**src/ihex_pkg.sv**
```systemverilog
// Package for the Intel HEX record parser: status codes, character constants,
// field widths, the result struct and the digit and type-rule functions.
// Depends on nothing; every other file imports it.
`timescale 1ns / 1ps
`default_nettype none

package ihex_pkg;

    localparam int unsigned CAPACITY = 16777216;
    localparam int unsigned ADDR_W   = 25;
    localparam int unsigned POS_W    = 10;

    localparam logic [ADDR_W-1:0] BYTES_CAP = ADDR_W'(CAPACITY);
    localparam logic [POS_W-1:0]  POS_MAX   = '1;

    localparam logic [7:0] CH_LF     = 8'h0A;
    localparam logic [7:0] CH_SPACE  = 8'h20;
    localparam logic [7:0] CH_DEL    = 8'h7F;
    localparam logic [7:0] CH_COLON  = 8'h3A;
    localparam logic [7:0] BAD_BYTE  = 8'hFF;

    localparam logic [2:0] ST_OK       = 3'd0;
    localparam logic [2:0] ST_MISMATCH = 3'd1;
    localparam logic [2:0] ST_IGNORED  = 3'd2;
    localparam logic [2:0] ST_EOF      = 3'd3;
    localparam logic [2:0] ST_BADSTART = 3'd4;
    localparam logic [2:0] ST_BADHEX   = 3'd5;
    localparam logic [2:0] ST_BADTYPE  = 3'd6;
    localparam logic [2:0] ST_SHORT    = 3'd7;

    localparam logic KIND_DATA   = 1'b0;
    localparam logic KIND_STATUS = 1'b1;

    typedef struct packed {
        logic              kind;
        logic [7:0]        byte_value;
        logic [ADDR_W-1:0] byte_address;
        logic [2:0]        status;
    } t_result;

    // Bit 4 set marks a character that is not a hex digit.
    function automatic logic [4:0] digit_of(input logic [7:0] c);
        logic [4:0] d;
        d = 5'h10;
        if (c >= 8'h30 && c <= 8'h39) begin
            d = {1'b0, c[3:0]};
        end else if ((c >= 8'h61 && c <= 8'h66) || (c >= 8'h41 && c <= 8'h46)) begin
            d = {1'b0, c[3:0] + 4'd9};
        end
        return d;
    endfunction

    function automatic logic [2:0] type_verdict(input logic [7:0] len, input logic [7:0] typ);
        logic [2:0] v;
        v = (typ == 8'd0) ? ST_OK : ST_BADTYPE;
        if (len == 8'd0) begin
            v = (typ == 8'd1) ? ST_EOF : ST_BADTYPE;
        end else if (len == 8'd2) begin
            if (typ == 8'd2 || typ == 8'd4) begin
                v = ST_IGNORED;
            end else if (typ == 8'd3 || typ == 8'd5) begin
                v = ST_BADTYPE;
            end
        end else if (len == 8'd4) begin
            if (typ == 8'd3 || typ == 8'd5) begin
                v = ST_IGNORED;
            end else if (typ == 8'd2 || typ == 8'd4) begin
                v = ST_BADTYPE;
            end
        end
        return v;
    endfunction

endpackage

`default_nettype wire

```
**src/ihex_decoder.sv**
```systemverilog
// Record decoder: parse state and the per-character step logic that turns one
// character into at most one result. Depends on ihex_pkg.
`timescale 1ns / 1ps
`default_nettype none

module ihex_decoder
    import ihex_pkg::*;
(
    input  wire         i_clk,
    input  wire         i_rst_n,
    input  wire         i_step,
    input  wire  [7:0]  i_char,
    output logic        o_res_valid,
    output t_result     o_res
);

    logic [POS_W-1:0]  r_pos,     n_pos;
    logic [7:0]        r_len,     n_len;
    logic [15:0]       r_addr,    n_addr;
    logic [7:0]        r_type,    n_type;
    logic [7:0]        r_sum,     n_sum;
    logic [4:0]        r_held,    n_held;
    logic [2:0]        r_pending, n_pending;
    logic              r_cks_ok,  n_cks_ok;
    logic [15:0]       r_start,   n_start;
    logic              r_known,   n_known;
    logic [ADDR_W-1:0] r_bytes,   n_bytes;
    logic              r_halted,  n_halted;

    logic [4:0]        digit;
    logic              bad;
    logic [7:0]        value;
    logic [8:0]        data_idx;
    logic [10:0]       full_len;
    logic [2:0]        st;
    logic [2:0]        verdict;

    always_comb begin
        n_pos     = r_pos;
        n_len     = r_len;
        n_addr    = r_addr;
        n_type    = r_type;
        n_sum     = r_sum;
        n_held    = r_held;
        n_pending = r_pending;
        n_cks_ok  = r_cks_ok;
        n_start   = r_start;
        n_known   = r_known;
        n_bytes   = r_bytes;
        n_halted  = r_halted;
        o_res_valid = 1'b0;
        o_res       = '0;

        digit    = digit_of(i_char);
        bad      = r_held[4] || digit[4];
        value    = bad ? BAD_BYTE : {r_held[3:0], digit[3:0]};
        data_idx = r_pos[POS_W-1:1] - 9'd5;
        full_len = 11'd11 + {2'b00, r_len, 1'b0};
        verdict  = type_verdict(r_len, value);
        st       = ST_OK;

        if (i_step && !r_halted) begin
            if (i_char == CH_LF) begin
                if (r_pending != ST_OK) begin
                    st = r_pending;
                end else if (r_pos == '0) begin
                    st = ST_BADSTART;
                end else if (r_pos < POS_W'(9)) begin
                    st = ST_BADHEX;
                end else if ({1'b0, r_pos} < full_len) begin
                    st = ST_SHORT;
                end else begin
                    st = r_cks_ok ? ST_OK : ST_MISMATCH;
                end
                if (st == ST_EOF || st == ST_BADSTART || st == ST_BADHEX
                        || st == ST_BADTYPE) begin
                    n_halted = 1'b1;
                end
                n_pos     = '0;
                n_len     = '0;
                n_addr    = '0;
                n_type    = '0;
                n_sum     = '0;
                n_held    = '0;
                n_pending = ST_OK;
                n_cks_ok  = 1'b0;
                o_res_valid         = 1'b1;
                o_res.kind          = KIND_STATUS;
                o_res.status        = st;
            end else if (i_char > CH_SPACE && i_char != CH_DEL) begin
                if (r_pos != POS_MAX) begin
                    n_pos = r_pos + POS_W'(1);
                end
                if (r_pending == ST_OK) begin
                    if (r_pos == '0) begin
                        if (i_char != CH_COLON) begin
                            n_pending = ST_BADSTART;
                        end
                    end else if (r_pos[0]) begin
                        n_held = digit;
                    end else if (r_pos <= POS_W'(8)) begin
                        if (bad) begin
                            n_pending = ST_BADHEX;
                        end else begin
                            case (r_pos[3:1])
                                3'd1: begin
                                    n_len = value;
                                    n_sum = r_sum + value;
                                end
                                3'd2: begin
                                    n_addr = {value, 8'h00};
                                    n_sum  = r_sum + value;
                                end
                                3'd3: begin
                                    n_addr = {r_addr[15:8], value};
                                    n_sum  = r_sum + value;
                                end
                                default: begin
                                    n_type    = value;
                                    n_pending = verdict;
                                    if (verdict == ST_OK && !r_known) begin
                                        n_start = r_addr;
                                        n_known = 1'b1;
                                    end
                                end
                            endcase
                        end
                    end else if (data_idx < {1'b0, r_len}) begin
                        n_sum = r_sum + value;
                        if (r_bytes < BYTES_CAP) begin
                            o_res_valid        = 1'b1;
                            o_res.kind         = KIND_DATA;
                            o_res.byte_value   = value;
                            o_res.byte_address = {{(ADDR_W-16){1'b0}}, r_start} + r_bytes;
                            n_bytes            = r_bytes + ADDR_W'(1);
                        end
                    end else if (data_idx == {1'b0, r_len}) begin
                        n_cks_ok = !bad && (value == 8'(8'h00 - r_sum));
                    end
                end
            end
        end
    end

    always_ff @(posedge i_clk) begin
        if (!i_rst_n) begin
            r_pos     <= '0;
            r_len     <= '0;
            r_addr    <= '0;
            r_type    <= '0;
            r_sum     <= '0;
            r_held    <= '0;
            r_pending <= ST_OK;
            r_cks_ok  <= 1'b0;
            r_start   <= '0;
            r_known   <= 1'b0;
            r_bytes   <= '0;
            r_halted  <= 1'b0;
        end else begin
            r_pos     <= n_pos;
            r_len     <= n_len;
            r_addr    <= n_addr;
            r_type    <= n_type;
            r_sum     <= n_sum;
            r_held    <= n_held;
            r_pending <= n_pending;
            r_cks_ok  <= n_cks_ok;
            r_start   <= n_start;
            r_known   <= n_known;
            r_bytes   <= n_bytes;
            r_halted  <= n_halted;
        end
    end

endmodule

`default_nettype wire

```
**config.mk**
```make
export PLATFORM = sky130hd
export DESIGN_NAME = ihex_decoder
export DESIGN_NICKNAME = d
export VERILOG_FILES = /design/src/ihex_pkg.sv /design/src/ihex_decoder.sv
export SDC_FILE = /design/constraint.sdc
export NUM_CORES = 1
export LEC_CHECK = 0
export ABC_AREA = 1
export BUFFER_PORTS_ARGS = -buffer_cell sky130_fd_sc_hd__buf_2
export CORE_ASPECT_RATIO = 1.2
export CORE_MARGIN = 2
export CORE_UTILIZATION = 40
export CTS_CLUSTER_DIAMETER = 200
export CTS_CLUSTER_SIZE = 30
export DETAILED_ROUTE_END_ITERATION = 8
export MAX_ROUTING_LAYER = met4
export PLACE_DENSITY = 0.61
export SYNTH_ARGS = -nofsm -noshare
export SYNTH_HDL_FRONTEND = slang
export SYNTH_SLANG_ARGS = --single-unit
```
**constraint.sdc**
```tcl
create_clock -name i_clk -period 2.6 [get_ports i_clk]
set_input_delay 0.26 -clock i_clk [delete_from_list [all_inputs] [get_ports i_clk]]
set_output_delay 0.26 -clock i_clk [all_outputs]
set_load 0.01 [all_outputs]
```
[Word-level counts from Yosys, hierarchy flattened]
Cells that the tools add are included.
Storage, ports and cells
  flip-flop bits (word level): 94
  output and inout port bits: 38
  word-level logic and storage cells: 204
Cells by class
  $add $sub $neg: 8
  order comparisons: 12
  equality and inequality tests: 31
  mux-type cells: 89
  bitwise logic cells: 6
  reductions and logical operators: 46
Operators by type and width (number)
  two-way mux 33 bit: 8
  two-way mux 8 bit: 18
  two-way mux 16 bit: 7
  two-way mux 3 bit: 25
  two-way mux 37 bit: 1
  two-way mux 5 bit: 7
  case mux 16 bit (2 select lines): 1
  AND reduction 8 bit: 4
  two-way mux 10 bit: 3
  adder 16 x 25 -> 25 bit: 1
  adder 25 x 1 -> 25 bit (second input constant): 1
  less-than comparator 25 bit (second input constant): 1
  == test 8 x 2 -> 1 bit (second input constant): 3
  == test 8 x 3 -> 1 bit (second input constant): 3
  two-way mux 1 bit: 19
  AND reduction 9 bit: 2
  greater-or-equal comparator 8 x 7 -> 1 bit (second input constant): 2
  less-or-equal comparator 8 x 7 -> 1 bit (second input constant): 2
  logical NOT 8 bit: 2
  nonzero test 2 bit: 8
  nonzero test 3 bit: 4
  adder 10 x 1 -> 10 bit (second input constant): 1
  adder 4 x 9 -> 10 bit (first input constant): 1
  less-or-equal comparator 10 x 4 -> 1 bit (second input constant): 1
  37 further kinds: 67

[Logic depth before layout (Yosys ltp)]
  word-level depth: 22
  mapped depth: 24
  gate-level depth less buffers: 24

[Worst setup path before layout]
OpenSTA, ideal clock, no wires.
  path type: register to output
  start point: register r_pos[2]
  end point: output o_res[15] (netlist bit)
  data arrival time: 2.720 ns
  path slack: -0.380 ns
  stages on the path, launching flop included: 18
  cell sequence: dfxtp_1 > inv_1 > ha_1 > o21ai_1 > xor2_1 > ha_1 > a21oi_1 > nand2_1 > nand3_1 > nand2_1 > nand2_1 > nand2_1 > nor2_2 > nand2_1 > inv_1 > clkbuf_1 > o21ai_0 > a21oi_1
RTL lines
  from (decl): RTL line ihex_decoder.sv:17  | logic [POS_W-1:0] r_pos, n_pos;
  from (signal assigned): RTL line ihex_decoder.sv:160  | r_pos <= n_pos;
  to (decl): RTL line ihex_decoder.sv:14  | output t_result o_res

==> run metrics <==
number of synthesized register bits between 90 and 100; final setup violation count 62; Final Util a little over half; Placer Congestion 0.9230; worst skew pair latency 0.36 ns; Max Slew Vio Count 0; io pins 49; antenna violations before repair 0; YS warnings 0; final period utilization 116.3%; Synth area leader dfxtp_1; status complete, but fails checks; min Tclk post-route about 3.0 ns; largest net degree at the start of global routing 36; Async S/R FF share, synth 0%; DR WL met3 about 1.1 mm; Post-synth EDFFs 0; most common flop cell mapped by yosys dfxtp_1; fin worst setup slack -0.4228 ns; metal2 WL roughly 11 mm; routed wire length approximately 23 mm; Final Hold Viols 0; routed len/inst ~16 um; Antenna Nets Post-Route 0; PortBufs 48; Final nets 1323; Non-Filler Instances about 1500; CP required about 2.3 ns; chip height roughly 150 um; maximum vdd drop ~0.27 mV; Detailed Routing Iterations Pass 1 5; Diodes inserted 0; WP buf/inv 4; hold slack 0.3485 ns; worst rel slew slack about three fifths; Synth Area per Inst between 6 and 7 um2; worst min-delay path class input port to register; clock sinks 94; post-synthesis sequential area ratio 26.15%; Leak Pwr between 4 and 5 nW; critical path class register to output pin; critical-path maximum fanout 6; die width between 100 and 150 um; crit path max-delay cell type dfxtp_4; synth cell count leaders 193 x nand2_1, 153 x nor2_1, 117 x a21oi_1; Clk pin slew, worst setup/hold paths roughly 0.07 ns; H-tree depth 3; full die area about 19000 um2; Worst Setup End Kind output pin; initial core utilization 40.95%; All-Layer GR Usage 24.86%; Worst Path Arrival ~2.8 ns; synth top area cells dfxtp_1 26%, nand2_1 10%, ha_1 9.9%, a21oi_1 8.1%, nor2_1 8.0%; cell area after placement between 8000 and 9000 um2; CTS Hold Bufs 0; top-count cell post-synth nand2_1; grt total ovfl 0; CP Launch Type register; syn_nets approximately 1200; clk root buf clkbuf_16; maximum buffer depth of the clock tree 2; Critical Path Max Stage Delay about 0.36 ns; CTS tree done; Most common cell on crit path nand2_1; placed cells 1449; CP Cell Sequence inv_4, ha_4, o21ai_4, xor2_1, ha_1, a21oi_2, nand2_1, nand3_1, nand2_1, nand2_1, nand2_2, nor2_4, nand2_4, buf_12, buf_4, nor2_1, buf_2; Area Growth Syn to Fin 30.35%; hpwl dp roughly 18 mm; Synth Instances around 1100; via/cell ratio about 5.3; Synth top area share approximately a quarter; 1st-iter DRT viols approximately 640; share of cells above drive strength 1 about 25%; violated checks negative setup slack; Unique masters post-synth 43; via count ~8000; Max-Cap Viols 0; vias in the first global route 7424; first-pass GRT wire length ~37 mm; Routed met1 length slightly above 10 mm; Worst Skew a little under 0.01 ns; worst slew pin tran slightly above 0.6 ns; Design Area, Final between 9000 and 10000 um2; top sig layer met4; cell area power density 343.0 nW/um2; Setup TNS Final -19.37 ns; CTS Buf Count 9; Cell Area, Synth 7197 um2; Post-route DRC 0; core area around 18000 um2; RSZ-0062 raised after global routing yes; Fmax between 300 and 400 MHz; delay-heaviest family, CP simple AND/OR/NAND/NOR gates; Rows 53
==> cells in the final DEF (no fill, tap or decap), types with 7 or more instances in the layout <==
| master | n |
|---|---|
| nand2_1 | 184 |
| nor2_1 | 136 |
| buf_4 | 122 |
| inv_1 | 107 |
| a21oi_1 | 106 |
| dfxtp_1 | 89 |
| ha_1 | 52 |
| nand3_1 | 50 |
| buf_2 | 42 |
| nand4_1 | 41 |
| o21ai_0 | 34 |
| xor2_1 | 32 |
| o21ai_1 | 30 |
| nor3_1 | 23 |
| nor2_4 | 18 |
| inv_2 | 16 |
| nand2_2 | 14 |
| nor4_1 | 12 |
| a21oi_2 | 11 |
| xnor2_1 | 11 |
| buf_6 | 11 |
| nand3_2 | 9 |
| clkbuf_16 | 9 |
| nor2_2 | 8 |
| a211oi_1 | 7 |
==> through the flow <==
step / worst slack [ns] / total power (W)
after floorplan: 0.002255 / 0.001701
after global placement: -0.2678 / 0.001842
after detailed placement: -0.2540 / 0.001846
after CTS: -0.4378 / 0.003234
after global routing: -0.6148 / 0.003338
final: -0.4228 / 0.003218
==> layer usage <==
| layer | vias to the layer above | global-route usage, % |
|---|---|---|
| li1 | 3993 | - |
| met1 | 3623 | 31.61 |
| met2 | 193 | 40.35 |
| met3 | 44 | 2.967 |
| met4 | 0 | 10.05 |
| met5 | - | - |
==> power breakdown <==
group          switching (W)  internal, W  leakage, nW
combinational       0.000236     0.000144         3.15
sequential        0.00000722      0.00145        0.761
clock               0.000634     0.000752        0.144
total               0.000877      0.00234         4.06
==> logic make-up after synthesis <==
logic type	after synthesis	synth area share (%)
buffers and inverters	155	8.640
XOR/XNOR	45	5.476
adder cells (fa/ha/maj)	59	10.47
flip-flops	94	26.15
AO/OA/AOI/OAI	213	15.65
AND/OR/NAND/NOR	523	33.62
==> worst paths after layout <==
check	startpoint	to	slack (ns)	depth (start not counted)
max	r_pos[1]	o_res[9]	-0.42	17
min	i_char[3]	r_held[3]	0.35	5
max reg2reg	r_pos[1]	r_bytes[22]	-0.35	22
min reg2reg	r_addr[5]	r_addr[5]	0.46	2
==> flip-flops by register name, summed over array words and instances, names as in the netlist, 3 cells and up <==
signal     count
r_pending      3
r_addr        16
r_start       16
r_sum          8
r_held         5
r_bytes       25
r_len          8
r_pos         10
==> what timing repair did <==
action | in CTS | in global routing
resized for setup | 68 | 64
setup buffers | 9 | 5
hold endpoints to repair | 0 | 0
cloned | 1 | 1
endpoints found under the setup margin | 65 | 89
pin swaps | 18 | 24
==> worst reg2reg max path, delay by kind of cell, from the launching register on <==
kind	cells	cell delay (ns)
fa+ha+maj	2	0.45
simple gates	10	0.83
flops	1	0.36
buf+inv	6	0.65
compound gates	3	0.34
xor+xnor	1	0.21
==> area by class of cell <==
type,count,area (um2)
Clock buffer,9,225.2
Clock inverter,6,71.32
Fill cell,1779,8192
Inverter,128,500.5
Multi-Input combinational cell,840,5054
Sequential cell,94,1898
Tap cell,220,275.3
Timing Repair Buffer,180,1358
Power figures use the tool's default switching activity.
