**src/ihex_pkg.sv**
```systemverilog
// Package for the Intel HEX record parser: status codes, character constants,
// field widths, the result struct and the digit and type-rule functions.
// Depends on nothing; every other file imports it.
`timescale 1ns / 1ps
`default_nettype none

package ihex_pkg;

    localparam int unsigned CAPACITY = 16777216;
    localparam int unsigned ADDR_W   = 25;
    localparam int unsigned POS_W    = 10;

    localparam logic [ADDR_W-1:0] BYTES_CAP = ADDR_W'(CAPACITY);
    localparam logic [POS_W-1:0]  POS_MAX   = '1;

    localparam logic [7:0] CH_LF     = 8'h0A;
    localparam logic [7:0] CH_SPACE  = 8'h20;
    localparam logic [7:0] CH_DEL    = 8'h7F;
    localparam logic [7:0] CH_COLON  = 8'h3A;
    localparam logic [7:0] BAD_BYTE  = 8'hFF;

    localparam logic [2:0] ST_OK       = 3'd0;
    localparam logic [2:0] ST_MISMATCH = 3'd1;
    localparam logic [2:0] ST_IGNORED  = 3'd2;
    localparam logic [2:0] ST_EOF      = 3'd3;
    localparam logic [2:0] ST_BADSTART = 3'd4;
    localparam logic [2:0] ST_BADHEX   = 3'd5;
    localparam logic [2:0] ST_BADTYPE  = 3'd6;
    localparam logic [2:0] ST_SHORT    = 3'd7;

    localparam logic KIND_DATA   = 1'b0;
    localparam logic KIND_STATUS = 1'b1;

    typedef struct packed {
        logic              kind;
        logic [7:0]        byte_value;
        logic [ADDR_W-1:0] byte_address;
        logic [2:0]        status;
    } t_result;

    // Bit 4 set marks a character that is not a hex digit.
    function automatic logic [4:0] digit_of(input logic [7:0] c);
        logic [4:0] d;
        d = 5'h10;
        if (c >= 8'h30 && c <= 8'h39) begin
            d = {1'b0, c[3:0]};
        end else if ((c >= 8'h61 && c <= 8'h66) || (c >= 8'h41 && c <= 8'h46)) begin
            d = {1'b0, c[3:0] + 4'd9};
        end
        return d;
    endfunction

    function automatic logic [2:0] type_verdict(input logic [7:0] len, input logic [7:0] typ);
        logic [2:0] v;
        v = (typ == 8'd0) ? ST_OK : ST_BADTYPE;
        if (len == 8'd0) begin
            v = (typ == 8'd1) ? ST_EOF : ST_BADTYPE;
        end else if (len == 8'd2) begin
            if (typ == 8'd2 || typ == 8'd4) begin
                v = ST_IGNORED;
            end else if (typ == 8'd3 || typ == 8'd5) begin
                v = ST_BADTYPE;
            end
        end else if (len == 8'd4) begin
            if (typ == 8'd3 || typ == 8'd5) begin
                v = ST_IGNORED;
            end else if (typ == 8'd2 || typ == 8'd4) begin
                v = ST_BADTYPE;
            end
        end
        return v;
    endfunction

endpackage

`default_nettype wire

```
**src/ihex_if.sv**
```systemverilog
// Handshake interfaces of the Intel HEX record parser: the character channel
// and the result channel. Depends on ihex_pkg for the address width.
`timescale 1ns / 1ps
`default_nettype none

interface ihex_char_if;
    logic       valid;
    logic       ready;
    logic [7:0] char_in;

    modport source (output valid, output char_in, input ready);
    modport sink (input valid, input char_in, output ready);
endinterface


`default_nettype wire

```
**src/ihex_in_reg.sv**
```systemverilog
// Input register of the parser: holds one accepted character until the
// decoder steps on it. Depends on ihex_pkg and ihex_char_if.
`timescale 1ns / 1ps
`default_nettype none

module ihex_in_reg
    import ihex_pkg::*;
(
    input  wire         i_clk,
    input  wire         i_rst_n,
    ihex_char_if.sink   i_char,
    input  wire         i_advance,
    output logic        o_valid,
    output logic [7:0]  o_char
);

    logic       r_valid;
    logic [7:0] r_char;
    logic       n_valid;

    assign i_char.ready = !r_valid || i_advance;
    assign n_valid      = i_char.ready ? i_char.valid : r_valid;

    always_ff @(posedge i_clk) begin
        if (!i_rst_n) begin
            r_valid <= 1'b0;
        end else begin
            r_valid <= n_valid;
        end
    end

    always_ff @(posedge i_clk) begin
        if (i_char.valid && i_char.ready) begin
            r_char <= i_char.char_in;
        end
    end

    assign o_valid = r_valid;
    assign o_char  = r_char;

endmodule

`default_nettype wire

```
**src/flat_wrapper.sv**
```systemverilog
// flat-port wrapper written by rule: the top's interface ports become plain ports
module ihex_in_reg_flat import ihex_pkg::*;
  (i_clk, i_rst_n, i_advance, o_valid, o_char, i_char_valid, i_char_char_in, i_char_ready);
  ihex_char_if i_char_i ();
  input  wire i_clk;
  input  wire i_rst_n;
  input  wire i_advance;
  output logic o_valid;
  output logic [7:0] o_char;
  input wire logic [$bits(i_char_i.valid)-1:0] i_char_valid;
  input wire logic [$bits(i_char_i.char_in)-1:0] i_char_char_in;
  output wire logic [$bits(i_char_i.ready)-1:0] i_char_ready;
  assign i_char_i.valid = i_char_valid;
  assign i_char_i.char_in = i_char_char_in;
  assign i_char_ready = i_char_i.ready;
  ihex_in_reg u_core (.i_clk(i_clk), .i_rst_n(i_rst_n), .i_char(i_char_i), .i_advance(i_advance), .o_valid(o_valid), .o_char(o_char));
endmodule
```
**config.mk**
```make
export PLATFORM = sky130hd
export DESIGN_NAME = ihex_in_reg_flat
export DESIGN_NICKNAME = d
export VERILOG_FILES = /design/src/ihex_pkg.sv /design/src/ihex_if.sv /design/src/ihex_in_reg.sv /design/src/flat_wrapper.sv
export SDC_FILE = /design/constraint.sdc
export NUM_CORES = 1
export LEC_CHECK = 0
export BUFFER_PORTS_ARGS = -buffer_cell sky130_fd_sc_hd__buf_2
export CAP_MARGIN = 40
export CORE_AREA = 4 4 41 43
export CTS_BUF_LIST = sky130_fd_sc_hd__clkbuf_4
export DETAILED_ROUTE_END_ITERATION = 16
export DIE_AREA = 0 0 45 47
export GPL_ROUTABILITY_DRIVEN = 1
export PLACE_DENSITY = 0.52
export SYNTH_ARGS = -nofsm -noshare
export SYNTH_HDL_FRONTEND = slang
export SYNTH_SLANG_ARGS = --single-unit
```
**constraint.sdc**
```tcl
create_clock -name i_clk -period 1.65 [get_ports i_clk]
set_clock_uncertainty 0.2 [all_clocks]
set_input_delay 0.0825 -clock i_clk [delete_from_list [all_inputs] [get_ports i_clk]]
set_output_delay 0.0825 -clock i_clk [all_outputs]
set_load 0.02 [all_outputs]
```
## Word level (Yosys, flattened, before mapping)

Index checks and enable logic that the tools add are counted.

| operators by class | value |
|---|---|
| reductions and logical operators | 3 |

Operators by type and width:

| operator | count |
|---|---|
| 1-bit logical AND | 1 |
| 1-bit logical NOT | 1 |
| 1-bit logical OR | 1 |

| storage, ports and cells | value |
|---|---|
| output and inout bits | 10 |
| register bits | 9 |
| input port bits | 12 |

## Logic depth before layout (Yosys ltp)

Gate-level depths: netlist of run 1.

| depth | value |
|---|---|
| depth after elaboration | 3 |
| gate-level depth with buffers | 2 |
| depth with buffers taken out | 2 |

## Least setup slack after synthesis of run 1

No wires, ideal clock.

| timing path | value |
|---|---|
| kind | register to register |
| from | reg u_core.r_valid (netlist: u_core.o_valid) |
| to | reg u_core.r_char[0] (netlist: u_core.o_char[0]), enable pin |
| buffers on the path | 0 |
| setup time | 0.249 ns |
| clock period less this slack | 1.236 ns |
| stages on the path, launching flop included | 3 |
| data arrival time | 0.788 ns |
| slack | 0.414 ns |
| cells stage by stage | dfxtp_1 nand2b_4 and2_4 |

| between the ends | value |
|---|---|
| longest elaborated chain between the ends | 3 |

RTL lines:

| element | RTL line | text |
|---|---|---|
| start: declaration | ihex_in_reg.sv:17 | `logic r_valid;` |
| start signal: assignment | ihex_in_reg.sv:28 | `r_valid <= n_valid;` |
| 1-bit logical NOT | ihex_in_reg.sv:21 | `assign i_char.ready = !r_valid \|\| i_advance;` |
| 1-bit logical OR | ihex_in_reg.sv:21 |  |
| via i_char_ready | flat_wrapper.sv:12 | `output wire logic [$bits(i_char_i.ready)-1:0] i_char_ready;` |
| 1-bit logical AND | ihex_in_reg.sv:33 | `if (i_char.valid && i_char.ready) begin` |
| end signal: assignment | ihex_in_reg.sv:34 | `r_char <= i_char.char_in;` |
| end: declaration | ihex_in_reg.sv:18 | `logic [7:0] r_char;` |

The timed path passes the listed nets, and every way through them passes these cells.
A chain may end at the register's enable or synchronous reset.

## Final worst setup path of run 1

| timing path | value |
|---|---|
| from | in i_rst_n |
| to | reg u_core.r_valid (netlist: u_core.o_valid) |

RTL lines:

| element | RTL line | text |
|---|---|---|
| start: declaration | flat_wrapper.sv:6 | `input wire i_rst_n;` |

No word-level cell between the ends.

==> results of run 1 <==
[flip-flops by register name (all words and copies together) (netlist names)]
| register | cells |
|---|---|
| u_core.o_char | 8 |
| u_core.o_valid | 1 |
[per-stage QoR]
step                util, %  total power, mW  hold slack [ns]
global placement       32.4            0.328           0.0604
finish                 42.4            0.523           0.0367
CTS                    42.4            0.529           0.0336
detailed placement     32.4            0.330           0.0611
floorplan                 -            0.302          -0.0186
global route           42.4            0.554           0.0517
[metal layers]
layer	GRT usage (%)	wire [um]	part of all wire, %	up-vias
li1	-	-	-	116
met1	7.09	208	34	97
met2	12.4	305	49	18
met3	3.83	89	14	2
met4	8.77	17	2.7	0
met5	0	0	0	-
[power by group through the flow]
stage	clock network [mW]	logic, mW	registers [mW]
after floorplan	0	0.0122	0.290
after global placement	0	0.0560	0.272
after detailed placement	0	0.0570	0.273
after CTS	0.186	0.0756	0.268
after global routing	0.204	0.0813	0.268
final	0.181	0.0744	0.267
[area by class of cell]
| class | count | area (um2) | area share, % |
|---|---|---|---|
| sequential | 9 | 260 | 47.2 |
| clock buffer | 4 | 30.0 | 5.44 |
| timing repair buffer | 31 | 205 | 37.2 |
| inverter | 1 | 3.75 | 0.680 |
| tap | 15 | 18.8 | 3.40 |
| multi-input combinational | 3 | 33.8 | 6.12 |
[synth_stat cells]
cell      n
nand2b_4  1
edfxtp_1  8
dfxtp_1   1
and2_4    1
a21boi_2  1
inv_1     1
[kinds of logic after synthesis]
family                 share of synthesized area, %
buffers and inverters                          1.26
AND/OR/NAND/NOR                                7.56
AO/OA/AOI/OAI                                  3.78
flip-flops                                     87.4
[how the worst max path moves through the flow]
stage,start,end,slack [ns],cells after the start
6_report,i_rst_n,u_core.o_valid,0.19,4
3_3_place_gp,u_core.o_valid,u_core.o_char[7],0.57,2
5_1_grt,i_rst_n,u_core.o_valid,0.15,4
2_1_floorplan,u_core.o_valid,u_core.o_char[0],0.41,2
3_5_place_dp,u_core.o_valid,u_core.o_char[4],0.55,2
4_1_cts,i_rst_n,u_core.o_valid,0.19,4
==> flow_metrics.py, run 1 <==
metrics = {
    "yosys": {
        "synthesis.instances": 13,
        "yosys_warnings": 0,
        "netlist-cell-type-count": 6,
        "synth_nets": 25,
        "synth_area_per_cell_um2": 22.9,
        "synth_top_area_share_pct": 80.7,
        "ys_seq_area_share_pct": 87.4,
        "synth_seq_cells": 9,
        "synth_top_area_cell": "edfxtp_1",
        "netlist_area_um2": 298,
        "netlist_top_cells_area": "edfxtp_1 81%, dfxtp_1 6.7%, nand2b_4 4.6%",
    },
    "critical_path": {
        "r2r_slack_ns": 0.30,
        "worstSetupStartpointType": "input pin",
        "crit_buf_inv": 3,
        "path_class": "input pin to flip-flop",
        "critPathRequiredTime_ns": 1.59,
        "endpoint_kind": "flip-flop",
        "r2r_end": "u_core.o_valid",
        "max_stage_delay_ns": 0.54,
        "path_max_fanout": 1,
        "crit_slowest_cell": "dlygate4sd3_1",
        "r2r_cells": 3,
        "crit_family": "buffers and inverters",
        "crit_chain": "dlygate4sd3_1 -> buf_2 -> a21boi_2 -> dlygate4sd3_1",
        "crit_top_cell": "dlygate4sd3_1",
        "arrival_ns": 1.41,
        "rr_startpoint": "u_core.o_valid",
    },
    "timing": {
        "slew_headroom_pct": 91.6,
        "hold_viol_final": 0,
        "rsz0062_at_grt": "no",
        "fin_crit_ns": 1.46,
        "maxSlewViolCount": 0,
        "finalCritPeriodShare_pct": 88.7,
        "setup_slack_ns": 0.186,
        "max_freq_ghz": 0.683,
        "final.setup.tns_ns": 0,
        "finalSetupViolations": 0,
        "worstMarginPinSlew_ns": 0.126,
    },
    "final_layout": {
        "final_cell_mix": "21 x buf_2, 10 x dlygate4sd3_1, 8 x edfxtp_1",
        "antenna_cells": 0,
        "instances_no_fill": 63,
        "drive_gt1_share_pct": 58.3,
        "nNetsFinal": 61,
        "fillers": 139,
        "final_cell_area_um2": 552,
        "syn_to_final_growth_pct": 85.3,
        "mostFrequentLayoutCell": "buf_2",
    },
    "hold_path": {
        "hp-class": "input pin to flip-flop",
        "hold_depth": 2,
        "min-delay-start": "i_char_valid",
        "hold-path-endpoint": "u_core.o_char[0]",
    },
    "detailed_routing": {
        "wirelength_um": 620,
        "ant_nets": 0,
        "via_per_inst": 3.70,
        "drtPass1Iterations": 1,
        "dr_total_vias": 233,
        "wire_per_inst_um": 9.84,
        "drc": 0,
        "drtIter0Drc": 0,
    },
    "job": {
        "cap_violations": 0,
    },
    "clock_network": {
        "clkTransAtPathRegs_ns": 0.06,
        "root_buffer": "clkbuf_4",
        "tritoncts": "yes",
        "cts_made_buffers": 3,
        "cts_setup_buffers": 0,
        "h-tree-depth": 1,
        "clk_latency_ns": 0.25,
        "clock_path_buffers": 2,
        "cts.sinks": 9,
        "cts.hold.buffers_added": 10,
        "cts_resized": 0,
    },
    "pwr": {
        "p_switching_mw": 0.111,
        "power.density_mw_per_mm2": 948,
        "cellInternalPower_mw": 0.412,
        "p_leak_nw": 0.250,
        "netSwitchingFraction_pct": 21.2,
        "clockPowerShare_pct": 34.6,
        "ir_worst_vdd_uv": 350,
        "pwr-share-seq_pct": 51.1,
        "p_comb_share_pct": 14.2,
    },
    "placement": {
        "place_ws_ns": 0.552,
        "dpl_cell_area_um2": 422,
        "port_buffers": 21,
        "gp_congestion": 0.656,
        "dp_cells": 49,
    },
    "die": {
        "start_util_pct": 22.9,
        "dieArea_mm2": 0.00212,
        "die_h_um": 47,
        "die_width_um": 45,
        "fp.coreArea_mm2": 0.00130,
        "fp-row-count": 13,
        "io_pins": 22,
    },
    "global_routing": {
        "grt_pass1_wl_um": 1050,
        "grt_use_total_pct": 7.93,
        "antenna_found_initial": 0,
        "grt_pass1_vias": 257,
        "grt-ovfl-total": 0,
        "grt_max_degree": 9,
    },
    "status": {
        "status": "finished clean",
    },
}
Note: power is estimated with default switching activity, not from simulation.
==> inputs of run 2 (changes only) <==
==> constraint.sdc (replaced) <==
create_clock -name i_clk -period 1.65 [get_ports i_clk]
set_clock_uncertainty 0.2 [all_clocks]
set_input_delay 0.2475 -clock i_clk [delete_from_list [all_inputs] [get_ports i_clk]]
set_output_delay 0.2475 -clock i_clk [all_outputs]
set_load 0.02 [all_outputs]
==> flow_metrics.py, run 2 (same netlist as run 1, synthesis figures left out) <==
metrics = {
    "status": {
        "status": "finished clean",
    },
    "global_routing": {
        "grt-ovfl-total": 0,
        "grt_max_degree": 9,
        "grt_pass1_vias": 230,
        "antenna_found_initial": 0,
        "grt_use_total_pct": 6.98,
        "grt_pass1_wl_um": 890,
    },
    "final_layout": {
        "instances_no_fill": 61,
        "multi_input_area_um2": 33.8,
        "final_cell_mix": "21 x buf_2, 8 x dlygate4sd3_1, 8 x edfxtp_1",
        "nNetsFinal": 59,
        "largest_reg_flops": 8,
        "regArea_um2": 260,
        "fillers": 132,
        "antenna_cells": 0,
        "syn_to_final_growth_pct": 78.6,
        "mostFrequentLayoutCell": "buf_2",
        "drive_gt1_share_pct": 60.9,
    },
    "clock_network": {
        "h-tree-depth": 1,
        "cts_setup_buffers": 0,
        "root_buffer": "clkbuf_4",
        "cts_resized": 0,
        "cts.hold.buffers_added": 8,
        "tritoncts": "yes",
        "cts.sinks": 9,
        "clk_latency_ns": 0.26,
        "clkTransAtPathRegs_ns": 0.06,
        "cts_made_buffers": 3,
        "clock_path_buffers": 2,
    },
    "placement": {
        "place_ws_ns": 0.505,
        "dp_cells": 49,
        "gp_congestion": 0.635,
        "port_buffers": 21,
    },
    "die": {
        "io_pins": 22,
        "dieArea_mm2": 0.00212,
        "die_h_um": 47,
        "die_width_um": 45,
        "fp.coreArea_mm2": 0.00130,
        "fp-row-count": 13,
        "start_util_pct": 22.9,
    },
    "timing": {
        "fin_crit_ns": 1.31,
        "hold_viol_final": 0,
        "setup_slack_ns": 0.340,
        "final.setup.tns_ns": 0,
        "maxSlewViolCount": 0,
        "finalSetupViolations": 0,
        "worstMarginPinSlew_ns": 0.137,
        "finalCritPeriodShare_pct": 79.4,
        "rsz0062_at_grt": "no",
        "max_freq_ghz": 0.763,
        "slew_headroom_pct": 90.9,
    },
    "detailed_routing": {
        "dr_total_vias": 226,
        "ant_nets": 0,
        "drc": 0,
        "wirelength_um": 598,
        "via_per_inst": 3.70,
        "wire_per_inst_um": 9.80,
        "drtPass1Iterations": 2,
        "drtIter0Drc": 9,
    },
    "critical_path": {
        "arrival_ns": 0.86,
        "critPathRequiredTime_ns": 1.20,
        "worstSetupStartpointType": "flip-flop",
        "path_max_fanout": 3,
        "path_class": "flip-flop to output port",
        "endpoint_kind": "output port",
    },
    "pwr": {
        "power.density_mw_per_mm2": 976,
        "p_leak_nw": 0.240,
        "ir_worst_vdd_uv": 361,
    },
    "hold_path": {
        "hp-class": "input pin to flip-flop",
    },
    "job": {
        "cap_violations": 0,
    },
}
-- run 2: power by group --
group	internal (mW)	total (mW)	switching [mW]	leakage, nW
logic	0.0358	0.0698	0.0340	0.136
clock network	0.109	0.182	0.0723	0.0184
registers	0.264	0.268	0.00386	0.0858
total	0.409	0.519	0.110	0.240
-- run 2: worst paths after layout --
kind,start,depth (start not counted),endpoint,slack [ns]
setup / recovery,u_core.o_valid,2,i_char_ready,0.34
hold / removal,i_rst_n,2,u_core.o_valid,0.02
setup reg to reg,u_core.o_valid,2,u_core.o_char[4],0.54
hold reg to reg,u_core.o_valid,2,u_core.o_valid,0.31
-- run 2: routing by layer --
metal	routed length, um	track usage, %	vias up
met1	221	5.70	92
li1	-	-	113
met4	33	12.3	0
met3	82	2.30	4
met2	260	10.2	17
met5	0	0	-
-- run 2: area by class of cell --
class,count,area share (%)
clock buffers,4,5.65
inverters,1,0.706
multi-input cells,3,6.35
flip-flops and latches,9,48.9
well taps,15,3.53
repair buffers,29,34.8
-- run 2: worst max-delay path, cell delays in order, from the launching register on --
cell and delay, ns:
dfxtp_1 0.38, nand2b_4 0.07, buf_2 0.16
-- run 2: stage by stage --
step / utilization, % / hold WS (ns) / instance area (um2) / power (mW)
after global routing: 40.9 / 0.0164 / 532 / 0.549
after global placement: 32.4 / 0.225 / 422 / 0.328
after floorplan: - / 0.146 / 298 / 0.302
final: 40.9 / 0.0210 / 532 / 0.519
after detailed placement: 32.4 / 0.226 / 422 / 0.329
after CTS: 40.9 / 0.0176 / 532 / 0.526
==> inputs of run 3 (changes only) <==
PLACE_DENSITY = 0.53   (was 0.52)
clock period = 1.2 ns   (was 1.65 ns; I/O delays follow)
==> flow_metrics.py, run 3 (same netlist as run 1, synthesis figures left out) <==
metrics = {
    "status": {
        "status": "finished clean",
    },
    "timing": {
        "rsz0062_at_grt": "yes",
        "fin_crit_ns": 1.18,
        "max_freq_ghz": 0.849,
        "slew_headroom_pct": 92.4,
        "final.setup.tns_ns": 0,
        "worstMarginPinSlew_ns": 0.114,
        "finalSetupViolations": 0,
        "hold_viol_final": 0,
        "maxSlewViolCount": 0,
        "holdWs_ns": 0.0146,
        "setup_slack_ns": 0.0221,
        "finalCritPeriodShare_pct": 98.2,
    },
    "placement": {
        "gp_congestion": 0.581,
        "dpl_cell_area_um2": 423,
        "place_ws_ns": 0.110,
        "port_buffers": 21,
    },
    "global_routing": {
        "grt_use_total_pct": 9.14,
        "grt-ovfl-total": 0,
        "grt_pass1_vias": 271,
        "grt_pass1_wl_um": 1200,
        "grt_max_degree": 9,
        "antenna_found_initial": 0,
    },
    "detailed_routing": {
        "drc": 0,
        "wire_per_inst_um": 12.1,
        "drtPass1Iterations": 4,
        "dr_total_vias": 234,
        "wirelength_um": 760,
        "drtIter0Drc": 6,
        "ant_nets": 0,
        "via_per_inst": 3.71,
    },
    "critical_path": {
        "endpoint_kind": "output port",
        "r2r_cells": 2,
        "crit_buf_inv": 1,
        "path_class": "flip-flop to output port",
        "r2r_slack_ns": 0.09,
        "critPathLaunch": "u_core.o_valid",
        "cp-endpoint": "i_char_ready",
        "rr_startpoint": "u_core.o_valid",
        "critPathRequiredTime_ns": 0.82,
        "worst-path-stages": 2,
        "path_max_fanout": 3,
        "arrival_ns": 0.80,
        "crit_chain": "nand2b_4 -> buf_6",
        "worstSetupStartpointType": "flip-flop",
        "r2r_end": "u_core.o_char[5]",
        "crit_slowest_cell": "dfxtp_2",
        "crit_family": "flip-flops",
        "max_stage_delay_ns": 0.35,
    },
    "pwr": {
        "cellInternalPower_mw": 0.573,
        "clockPowerShare_pct": 34.4,
        "ir_worst_vdd_uv": 730,
        "p_comb_share_pct": 15.1,
        "pwr-share-seq_pct": 50.6,
        "netSwitchingFraction_pct": 21.5,
        "p_leak_nw": 0.256,
        "p_switching_mw": 0.157,
        "power.density_mw_per_mm2": 1280,
    },
    "die": {
        "fp-row-count": 13,
        "io_pins": 22,
        "fp.coreArea_mm2": 0.00130,
        "die_width_um": 45,
        "dieArea_mm2": 0.00212,
        "die_h_um": 47,
        "start_util_pct": 22.9,
    },
    "clock_network": {
        "cts_made_buffers": 3,
        "tritoncts": "yes",
        "clk_latency_ns": 0.25,
        "cts.sinks": 9,
        "cts_setup_buffers": 0,
        "clkTransAtPathRegs_ns": 0.06,
        "clock_path_buffers": 2,
        "root_buffer": "clkbuf_4",
        "h-tree-depth": 1,
    },
    "final_layout": {
        "final_cell_area_um2": 572,
        "largest_reg_flops": 8,
        "nNetsFinal": 61,
        "drive_gt1_share_pct": 60.4,
        "antenna_cells": 0,
        "final_cell_mix": "18 x buf_2, 10 x dlygate4sd3_1, 8 x edfxtp_1",
        "final_core_util_pct": 43.9,
        "syn_to_final_growth_pct": 92.0,
        "mostFrequentLayoutCell": "buf_2",
    },
    "hold_path": {
        "hp-class": "input pin to flip-flop",
    },
    "job": {
        "cap_violations": 0,
    },
}
-- run 3: cell types whose count changed in the layout (fill, tap and decap cells not counted), sizes merged --
cell,delta
dlygate4sd3,+2
-- run 3: layout make-up --
type / count / area (um2)
Multi-Input combinational cell: 3 / 33.8
Fill cell: 141 / 729
Clock buffer: 4 / 30.0
Inverter: 1 / 3.75
Tap cell: 15 / 18.8
Sequential cell: 9 / 262
Timing Repair Buffer: 31 / 224
-- run 3: worst min-delay path by stage --
stage	to	slack, ns	startpoint	cells after the start
finish	u_core.o_valid	0.01	i_advance	3
global route	u_core.o_valid	0.007	i_advance	3
CTS	u_core.o_valid	0.009	i_advance	3
detailed placement	u_core.o_char[6]	0.16	i_char_char_in[6]	1
global placement	u_core.o_char[1]	0.16	i_char_char_in[1]	1
floorplan	u_core.o_char[0]	0.08	i_char_char_in[0]	0
-- run 3: worst register-to-register path, stage by stage, from the launching register on --
cell      delay (ns)
dfxtp_2         0.33
nand2b_4        0.08
and2_4          0.20
-- run 3: repair_timing --
action | CTS | global route
gates resized for setup | 2 | 4
hold buffers | 10 | 0
hold endpoints to repair | 9 | 0
endpoints found under the setup margin | 1 | 4
-- run 3: power by group through the flow --
stage                     Combinational [mW]  Sequential, mW  Clock, mW
final                                  0.110           0.369      0.251
after global routing                   0.117           0.371      0.288
after CTS                              0.106           0.368      0.256
after detailed placement              0.0781           0.375          0
after global placement                0.0771           0.374          0
after floorplan                       0.0168           0.399          0
-- run 3: metal layers --
metal / global-route usage [%] / wire length, um
met2: 17.2 / 432
met3: 3.45 / 98
met1: 6.89 / 205
met5: 0 / 0
met4: 8.77 / 23
-- run 3: stage by stage --
| stage | total power, mW | cells |
|---|---|---|
| after CTS | 0.730 | 63 |
| after global routing | 0.776 | 63 |
| after floorplan | 0.416 | 13 |
| after detailed placement | 0.453 | 49 |
| final | 0.730 | 63 |
| after global placement | 0.451 | 49 |
